### src/hdl/sme_pkg.sv
`timescale 1ns / 1ps
// Shared constants and types of the stack machine executor.
package sme_pkg;

  localparam int STACK_DEPTH = 256;
  localparam int WORD_WIDTH  = 32;
  localparam int CNT_W       = $clog2(STACK_DEPTH + 1);
  localparam int ADDR_W      = $clog2(STACK_DEPTH);
  localparam int OPC_W       = 8;

  localparam logic [OPC_W-1:0] OP_PUSH  = OPC_W'(1);
  localparam logic [OPC_W-1:0] OP_ADD   = OPC_W'(2);
  localparam logic [OPC_W-1:0] OP_SUB   = OPC_W'(3);
  localparam logic [OPC_W-1:0] OP_MUL   = OPC_W'(4);
  localparam logic [OPC_W-1:0] OP_DIV   = OPC_W'(5);
  localparam logic [OPC_W-1:0] OP_EMIT  = OPC_W'(6);
  localparam logic [OPC_W-1:0] OP_HALT  = OPC_W'(7);

  typedef enum logic [2:0] {
    CLS_PUSH, CLS_ADD, CLS_SUB, CLS_MUL, CLS_DIV, CLS_PRINT, CLS_HALT, CLS_BAD
  } cls_t;

  typedef enum logic [2:0] {
    ST_OK        = 3'd0,
    ST_IGNORED   = 3'd1,
    ST_OVERFLOW  = 3'd2,
    ST_UNDERFLOW = 3'd3,
    ST_DIVZERO   = 3'd4,
    ST_UNKNOWN   = 3'd5
  } status_t;

  typedef enum logic [1:0] {
    MODE_RUN, MODE_HALT, MODE_FAULT
  } mode_t;

  typedef enum logic [1:0] {
    S_IDLE, S_EXEC, S_DIV, S_FIN
  } state_t;

  typedef struct packed {
    cls_t                  cls;
    logic [WORD_WIDTH-1:0] operand;
    logic                  last;
  } instr_t;

  typedef struct packed {
    status_t               status;
    logic [WORD_WIDTH-1:0] top_value;
    logic                  top_valid;
    logic [CNT_W-1:0]      stack_depth;
    logic                  print_strobe;
    logic                  end_of_program;
  } result_t;

endpackage

### src/hdl/sme_front.sv
`timescale 1ns / 1ps
// Front end: opcode decode and a two-entry instruction queue.
module sme_front (
  input  logic                             clk,
  input  logic                             rst,
  input  logic                             in_valid,
  output logic                             in_ready,
  input  logic [sme_pkg::OPC_W-1:0]        req_type,
  input  logic [sme_pkg::WORD_WIDTH-1:0]   operand_value,
  input  logic                             last_of_program,
  output logic                             q_valid,
  input  logic                             q_ready,
  output sme_pkg::instr_t                  q_data
);

  localparam int QD     = 2;
  localparam int PTR_W  = $clog2(QD);
  localparam int FILL_W = $clog2(QD + 1);

  sme_pkg::instr_t  queue [QD];
  logic [PTR_W-1:0] wr_ptr;
  logic [PTR_W-1:0] rd_ptr;
  logic [FILL_W-1:0] fill;
  sme_pkg::instr_t  dec;
  logic             push;
  logic             pop;

  always_comb begin
    unique case (req_type)
      sme_pkg::OP_PUSH:  dec.cls = sme_pkg::CLS_PUSH;
      sme_pkg::OP_ADD:   dec.cls = sme_pkg::CLS_ADD;
      sme_pkg::OP_SUB:   dec.cls = sme_pkg::CLS_SUB;
      sme_pkg::OP_MUL:   dec.cls = sme_pkg::CLS_MUL;
      sme_pkg::OP_DIV:   dec.cls = sme_pkg::CLS_DIV;
      sme_pkg::OP_EMIT:  dec.cls = sme_pkg::CLS_PRINT;
      sme_pkg::OP_HALT:  dec.cls = sme_pkg::CLS_HALT;
      default:           dec.cls = sme_pkg::CLS_BAD;
    endcase
    dec.operand = operand_value;
    dec.last    = last_of_program;
  end

  assign in_ready = (fill != FILL_W'(QD));
  assign q_valid  = (fill != '0);
  assign q_data   = queue[rd_ptr];
  assign push     = in_valid & in_ready;
  assign pop      = q_valid & q_ready;

  always_ff @(posedge clk) begin
    if (push) begin
      queue[wr_ptr] <= dec;
    end
  end

  always_ff @(posedge clk) begin
    if (rst) begin
      wr_ptr <= '0;
      rd_ptr <= '0;
      fill   <= '0;
    end else begin
      if (push) begin
        wr_ptr <= wr_ptr + PTR_W'(1);
      end
      if (pop) begin
        rd_ptr <= rd_ptr + PTR_W'(1);
      end
      if (push && !pop) begin
        fill <= fill + FILL_W'(1);
      end else if (pop && !push) begin
        fill <= fill - FILL_W'(1);
      end
    end
  end

endmodule

### config.mk
export PLATFORM = sky130hd
export DESIGN_NAME = sme_front
export DESIGN_NICKNAME = d
export VERILOG_FILES = /design/src/hdl/sme_pkg.sv /design/src/hdl/sme_front.sv
export SDC_FILE = /design/constraint.sdc
export NUM_CORES = 1
export LEC_CHECK = 0
export BUFFER_PORTS_ARGS = -buffer_cell sky130_fd_sc_hd__buf_2
export CORE_MARGIN = 2
export CORE_UTILIZATION = 50
export DETAILED_ROUTE_END_ITERATION = 6
export PLACE_DENSITY_LB_ADDON = 0.05
export RECOVER_POWER = 100
export REMOVE_ABC_BUFFERS = 1
export SLEW_MARGIN = 15
export SYNTH_ARGS = -nofsm -noshare
export SYNTH_HDL_FRONTEND = slang
export SYNTH_SLANG_ARGS = --single-unit
### constraint.sdc
create_clock -name clk -period 3.85 [get_ports clk]
set_input_delay 0.5775 -clock clk [delete_from_list [all_inputs] [get_ports clk]]
set_output_delay 0.5775 -clock clk [all_outputs]
set_load 0.05 [all_outputs]
* Word level (Yosys, flattened, before mapping)
Memory sizes are Yosys's and may differ from the RTL's. A register that Yosys moved wholly into a read port is not among the register bits.
Cells that the tools add are included.
** Cells by class
- Reduce and logical (&&, ||, !) cells :: 6
- Div/mod/pow operators :: 0
- Eq/ne operators :: 8
- $add $sub $neg :: 4
- $lt $le $gt $ge :: 0
- $mul :: 0
- Bitwise operators :: 2
- Shifts and indexed selects :: 0
- Mux-type cells :: 7
** Operators by type and width (count)
- 8-bit by 3-bit == test with 1-bit output, second input constant :: 4
- 3-bit one-hot mux with 7 select lines :: 1
- 8-bit by 2-bit == test with 1-bit output, second input constant :: 2
- 8-bit by 1-bit == test with 1-bit output, second input constant :: 1
- 1-bit two-way mux :: 4
- 2-bit two-way mux :: 2
- 2-bit nonzero test :: 2
- 1-bit adder, second input constant :: 2
- 2-bit by 1-bit adder with 2-bit output, second input constant :: 1
- 1-bit bitwise AND :: 2
- 1-bit logical AND :: 2
- 1-bit zero test :: 2
- 2-bit != test, second input constant :: 1
- 2-bit by 1-bit subtractor with 2-bit output, second input constant :: 1
** Storage, ports and cells
- Bits of input ports :: 45
- Memory bits (read-only) :: 0
- RAM bits :: 72
- Register bits after elaboration :: 4
- Output and inout port bits :: 38
- Memories :: 1
- Latch bits :: 0
** Memory list
- queue :: depth 2, bits a word 36, read ports 1, clocked after memory_dff 1, write ports 1, line sme_front.sv:20 : sme_pkg::instr_t queue [QD];

* Longest topological paths before layout
Gate-level depths: netlist of run 1.
- Depth in word-level cells :: 6
- Depth in mapped cells :: 6
- Mapped depth without buffers :: 6

* Worst setup path after synthesis of run 1
OpenSTA, ideal clock, no wires.
- Path kind :: reg2reg
- Start point :: register fill[0]
- End point :: memory queue[1][0] in the netlist's numbering (enable)
- Arrival :: 1910 ps
- Required time :: 3453 ps
- Stages on the path, launching flop included :: 3
- Path buffers :: 0
- Setup time :: 397 ps
- Setup slack :: 1544 ps
- Cell sequence :: dfxtp_1 nand2b_1 and3_1
** On the way
- Word-level cells in the longest chain between the ends :: 4
** RTL lines
- start: declaration :: line sme_front.sv:23 : logic [FILL_W-1:0] fill;
- start signal: assignment :: line sme_front.sv:68 : fill <= fill + FILL_W'(1);
- start signal: assignment :: line sme_front.sv:70 : fill <= fill - FILL_W'(1);
- 2-bit != test :: line sme_front.sv:43 : assign in_ready = (fill != FILL_W'(QD));
- net in_ready :: line sme_front.sv:7 : output logic in_ready,
- 1-bit bitwise AND :: line sme_front.sv:46 : assign push = in_valid & in_ready;
- 1-bit two-way mux :: line sme_front.sv:50 : if (push) begin
- 1-bit two-way mux (not written as such) :: line sme_front.sv:51 : queue[wr_ptr] <= dec;
- end: declaration :: line sme_front.sv:20
The timed path passes the listed nets, and every way through them passes these cells.

==> results.sh, run 1 <==
export IMPL_vias=1519
export IMPL_synthArstFlopShare=0
export IMPL_io_pins=83
export IMPL_r2r_start="fill[0]"
export IMPL_period_share=0.775
export IMPL_clk_insertion_delay_late_ps=330
export IMPL_finalNonFillerCells=311
export IMPL_synth_top_area_frac=0.754
export IMPL_tightest_slew_ps=1670
export IMPL_required_ps=3270
export IMPL_htreeDepth=3
export IMPL_synth_warnings=0
export IMPL_hold_slack_ps=431
export IMPL_die_y_um=79.7
export IMPL_initial_utilization=0.521
export IMPL_worstSetupStartpointType="register"
export IMPL_drv_slew=74
export IMPL_ys_top_cells_by_count="edfxtp_1, mux2_2, dfxtp_1"
export IMPL_ys_flop_type="edfxtp_1"
export IMPL_die_x_um=79.7
export IMPL_numCtsBuffers=9
export IMPL_synth_edf_count=72
export IMPL_critPathCapture="q_data[8]"
export IMPL_row_count=27
export IMPL_cts_tree="yes"
export IMPL_cp_depth=2
export IMPL_grt_max_degree=37
export IMPL_relSlewSlack=-0.112
export IMPL_power_density_mw_per_mm2=725
export IMPL_synth_seq_cells=77
export IMPL_synth_seq_area_share=0.789
export IMPL_fin_nets=280
export IMPL_syn_to_final_growth_pct=22.5
export IMPL_reg2reg_to="queue[0][8]"
export IMPL_drt_pass1_iter_count=4
export IMPL_hpwlAfterDp_um=3090
export IMPL_finalHoldViolations=0
export IMPL_cts_setup_buffers=0
export IMPL_cp_top_family="flip-flops"
export IMPL_clockBufferDepth=2
export IMPL_antenna_found_initial=0
export IMPL_wirelength_um=4660
export IMPL_clkTransAtPathRegs_ps=80
export IMPL_ant_nets=0
export IMPL_setup_viol=0
export IMPL_grt_pass1_vias=1519
export IMPL_status="finished with violations"
export IMPL_cts_resized=0
export IMPL_critPathMaxFanout=36
export IMPL_ys_top_cells_by_area="edfxtp_1, mux2_2, dfxtp_1"
export IMPL_cts_root_buf="clkbuf_8"
export IMPL_gr_total_overflow=0
export IMPL_cp_arrival_ps=2410
export IMPL_drt_iter0_drc=44
export IMPL_layout_drive_gt1_share=0.485
export IMPL_worstSetupEndpointType="output pin"
export IMPL_synth_distinct_cells=23
export IMPL_slowest_delay_ps=1400
export IMPL_synth_most_common_cell="edfxtp_1"
export IMPL_fmax_mhz=335
export IMPL_cts_sinks=77
export IMPL_fill_cells=457
export IMPL_critPathBufInv=1
export IMPL_core_area_sq_mm=0.00551
export IMPL_gp_congestion=0.644
export IMPL_post_drt_via_cell_ratio=4.88
export IMPL_violations="capacitance limit, slew limit"
export IMPL_grt_pass1_wl_um=7040
export IMPL_antenna_cells=0
export IMPL_crit_chain="mux2_2 > buf_2"
export IMPL_leakage_nw=1.26
export IMPL_syn_cell_area_sq_mm=0.00287
export IMPL_fin_setup_tns_ps=0
export IMPL_min_period_ps=2990
export IMPL_peakVddDrop_mv=0.484
export IMPL_port_buffers=82
export IMPL_maxCapViolCount=2
export IMPL_reg2reg_slack_ps=1320
export IMPL_r2r_cells=4
export IMPL_dpl_worst_slack_ps=1720
export IMPL_avgSynthCellArea_sq_um=19.9
export IMPL_hp_class="input port to register"
export IMPL_grt_usage=0.153
export IMPL_crit_type="register to output pin"
export IMPL_dp_cells=295
export IMPL_synth_cells=144
export IMPL_clock_skew_ps=7.98
export IMPL_power_mw=2.55
export IMPL_die_area_sq_mm=0.00636
export IMPL_rsz0062_at_grt="no"
export IMPL_wl_per_cell_um=15.0
export IMPL_critPathSlowestCell="dfxtp_1"
export IMPL_fin_ws_ps=864
export IMPL_holdBufCountCts=0
export IMPL_post_route_drc_count=0
export IMPL_yosysTopAreaCell="edfxtp_1"
==> metrics by stage <==
| step | cell area, sq um | util |
|---|---|---|
| finish | 3510 | 0.638 |
| global route | 3510 | 0.638 |
| CTS | 3550 | 0.644 |
| detailed placement | 3350 | 0.608 |
| global placement | 3350 | 0.608 |
| floorplan | 2840 | - |
==> sequential cells by signal (all words and copies together) (netlist names), named ones only <==
| signal | count |
|---|---|
| queue | 72 |
| fill | 2 |
| rd_ptr | 1 |
| wr_ptr | 1 |
==> worst min path at each step <==
stage | slack (ps) | start | endpoint | depth (start not counted)
after global placement | 490 | rd_ptr | register | 2
after global routing | 410 | operand_value[0] | queue[1][1] | 1
after floorplan | 470 | rd_ptr | register | 2
after detailed placement | 510 | fill[1] | fill[1] | 2
final | 430 | operand_value[0] | queue[1][1] | 1
after CTS | 410 | operand_value[5] | queue[0][6] | 1
==> cells in the final DEF, fill, tap and decap left out <==
cell type   instances
edfxtp_1           72
buf_2              63
mux2_2             35
clkbuf_1           21
clkbuf_8           11
nor2_1              5
dfxtp_1             5
xor2_1              4
nand2_1             3
o21ai_0             2
a21oi_1             2
clkinv_2            2
nand2b_1            1
and2_0              1
or4_2               1
mux2_1              1
xnor2_1             1
or2_2               1
and3_1              1
nand3b_1            1
inv_1               1
a21bo_2             1
or3_1               1
ha_1                1
clkinvlp_4          1
clkbuf_16           1
==> worst register-to-register path, cell delays in order (launching register included) <==
cell	delay [ps]
dfxtp_1	410
nand2b_1	220
nand3b_1	120
inv_1	550
clkbuf_1	850
==> kinds of logic after synthesis <==
family,Yosys count,synth area share
compound gates,5,0.0105
xor+xnor,5,0.0153
fa+ha+maj,1,0.00436
buf+inv,5,0.0109
flops,77,0.789
mux,36,0.141
simple gates,15,0.0288
==> final cells by class <==
cell class	count	area [sq um]	area share
clock inverter	3	17.5	0.00499
sequential	77	2260	0.644
multi-input combinational	62	569	0.162
inverter	1	3.75	0.00107
timing repair buffer	83	390	0.111
clock buffer	13	180	0.0513
tap	72	90.1	0.0256
==> layer usage <==
metal / vias to the layer above / part of all wire / GRT usage
li1: 734 / - / -
met5: - / 0 / 0
met3: 8 / 0.067 / 0.0441
met2: 55 / 0.52 / 0.264
met4: 0 / 0.017 / 0.0864
met1: 722 / 0.39 / 0.170
==> where the power goes <==
part / total [mW] / leakage, nW / internal [mW] / switching (mW)
clock: 0.573 / 0.101 / 0.307 / 0.266
sequential: 1.12 / 0.698 / 1.04 / 0.0807
combinational: 0.851 / 0.466 / 0.249 / 0.602
(Power assumes the default switching activity.)
==> run 2: changes to the inputs <==
--- a/config.mk
+++ b/config.mk
@@ -5,9 +5,10 @@
 export SDC_FILE = /design/constraint.sdc
 export NUM_CORES = 1
 export LEC_CHECK = 0
+export ABC_AREA = 1
 export BUFFER_PORTS_ARGS = -buffer_cell sky130_fd_sc_hd__buf_2
 export CORE_MARGIN = 2
-export CORE_UTILIZATION = 50
+export CORE_UTILIZATION = 47
 export DETAILED_ROUTE_END_ITERATION = 6
 export PLACE_DENSITY_LB_ADDON = 0.05
 export RECOVER_POWER = 100
==> constraint.sdc (replaced) <==
create_clock -name clk -period 2.61 [get_ports clk]
set_input_delay 0.3915 -clock clk [delete_from_list [all_inputs] [get_ports clk]]
set_output_delay 0.3915 -clock clk [all_outputs]
set_load 0.05 [all_outputs]
==> results.sh, run 2 <==
export IMPL_syn_to_final_growth_pct=19.0
export IMPL_clock_skew_ps=7.45
export IMPL_worstSetupStartpointType="register"
export IMPL_power_mw=3.66
export IMPL_gp_congestion=0.683
export IMPL_min_period_ps=2250
export IMPL_relSlewSlack=0.312
export IMPL_wl_per_cell_um=14.6
export IMPL_synth_warnings=0
export IMPL_cts_resized=0
export IMPL_io_pins=83
export IMPL_synth_cells=167
export IMPL_ys_top_cells_by_count="edfxtp_1, mux2_4, nand2_1"
export IMPL_initial_utilization=0.486
export IMPL_leakage_nw=1.35
export IMPL_layout_common_cells="edfxtp_1, clkbuf_1, buf_2"
export IMPL_finalHoldViolations=0
export IMPL_holdBufCountCts=0
export IMPL_gr_total_overflow=0
export IMPL_cp_top_family="flip-flops"
export IMPL_htreeDepth=3
export IMPL_fin_setup_tns_ps=0
export IMPL_peakVddDrop_mv=0.512
export IMPL_port_buffers=82
export IMPL_grt_pass1_vias=1714
export IMPL_finalNonFillerCells=339
export IMPL_synth_top_area_frac=0.705
export IMPL_largest_register="queue"
export IMPL_cts_sinks=77
export IMPL_final_util=0.578
export IMPL_tightest_slew_ps=1030
export IMPL_synth_seq_area_share=0.738
export IMPL_core_area_sq_mm=0.00631
export IMPL_hp_class="input port to register"
export IMPL_rsz0062_at_grt="no"
export IMPL_avgSynthCellArea_sq_um=18.4
export IMPL_largestRegisters="queue (72), fill (2)"
export IMPL_row_count=29
export IMPL_largest_register_ff_count=72
export IMPL_antenna_cells=0
export IMPL_mostFrequentLayoutCell="edfxtp_1"
export IMPL_place_area_sq_mm=0.00358
export IMPL_yosysTopAreaCell="edfxtp_1"
export IMPL_syn_cell_area_sq_mm=0.00307
export IMPL_maxCapViolCount=0
export IMPL_ys_top_cells_by_area="edfxtp_1, mux2_4, dfxtp_1"
export IMPL_crit_type="register to output pin"
export IMPL_cp_arrival_ps=1850
export IMPL_slowest_delay_ps=580
export IMPL_die_x_um=84.8
export IMPL_drt_iter0_drc=67
export IMPL_grt_pass1_wl_um=7870
export IMPL_numCtsBuffers=9
export IMPL_drv_slew=0
export IMPL_ant_nets=0
export IMPL_layout_drive_gt1_share=0.324
export IMPL_synthArstFlopShare=0
export IMPL_critPathSlowestCell="dfxtp_2"
export IMPL_period_share=0.860
export IMPL_clkTransAtPathRegs_ps=70
export IMPL_cts_tree="yes"
export IMPL_cts_setup_buffers=0
export IMPL_clk_insertion_delay_late_ps=330
export IMPL_synth_edf_count=72
export IMPL_worstSetupEndpointType="output pin"
export IMPL_status="finished, final reports clean"
export IMPL_die_area_sq_mm=0.00718
export IMPL_clockBufferDepth=2
export IMPL_grt_max_degree=26
export IMPL_wirelength_um=4960
export IMPL_required_ps=2220
export IMPL_drt_pass1_iter_count=5
export IMPL_vias=1622
export IMPL_fmax_mhz=445
export IMPL_post_drt_via_cell_ratio=4.78
export IMPL_synth_distinct_cells=16
export IMPL_fin_nets=305
export IMPL_synth_most_common_cell="edfxtp_1"
export IMPL_fin_area_sq_mm=0.00365
export IMPL_critPathMaxFanout=25
export IMPL_antenna_found_initial=0
export IMPL_power_density_mw_per_mm2=1000
export IMPL_synth_seq_cells=77
export IMPL_grt_usage=0.146
export IMPL_cts_root_buf="clkbuf_8"
export IMPL_die_y_um=84.8
export IMPL_dp_cells=325
export IMPL_hpwlAfterDp_um=3440
export IMPL_crit_chain="buf_12 > mux2_2 > clkbuf_1"
export IMPL_post_route_drc_count=0
export IMPL_ys_flop_type="edfxtp_1"
export IMPL_setup_viol=0
export IMPL_critPathBufInv=2
-- run 2: cell types whose count changed in the layout (fill, tap and decap cells not counted), moves of 4 or more --
cell	change
nand3_1	+4
nand2_1	+11
mux2_2	-29
buf_2	-32
inv_1	+10
xor2_1	-4
nor2_1	+5
mux2_4	+30
clkbuf_1	+31
-- run 2: logic make-up after synthesis --
kind of cell    after synthesis  share of synthesized area
fa+ha+maj                     1                    0.00408
flops                        77                      0.738
simple gates                 34                     0.0457
compound gates                4                    0.00653
buf+inv                      15                     0.0367
mux                          36                      0.169
-- run 2: final cells by class --
cell class / count / area (sq um)
Fill cell: 543 / 2670
Clock buffer: 10 / 128
Sequential cell: 77 / 2260
Multi-Input combinational cell: 75 / 696
Timing Repair Buffer: 85 / 407
Inverter: 11 / 41.3
Tap cell: 77 / 96.3
Clock inverter: 4 / 17.5
-- run 2: where the power goes --
group / internal, mW / switching, mW / total [mW]
clock network: 0.325 / 0.376 / 0.701
logic: 0.396 / 0.937 / 1.33
registers: 1.55 / 0.0724 / 1.63
-- run 2: metal layers --
layer	vias to the layer above	wire length, um	track usage
met5	-	0	0
met4	0	85	0.0736
met3	9	320	0.0482
met2	53	2640	0.259
met1	761	1910	0.153
li1	799	-	-
-- run 2: worst paths after layout --
path | from | to | slack, ps | cells after the start
min | operand_value[23] | queue[1][24] | 250 | 1
max reg2reg | fill[0] | queue[0][23] | 640 | 5
min reg2reg | rd_ptr | rd_ptr | 500 | 2
max | register | q_data[4] | 360 | 3
-- run 2: worst reg2reg max path, delay by kind of cell, from the launching register on --
kind	cells	cell delay, ps
buf+inv	2	340
flops	1	330
simple gates	3	1020
-- run 2: metrics by stage --
stage	setup WS, ps	hold WS [ps]
final	365	247
after global placement	788	483
after floorplan	-283	465
after global routing	247	235
after detailed placement	782	496
after CTS	411	231
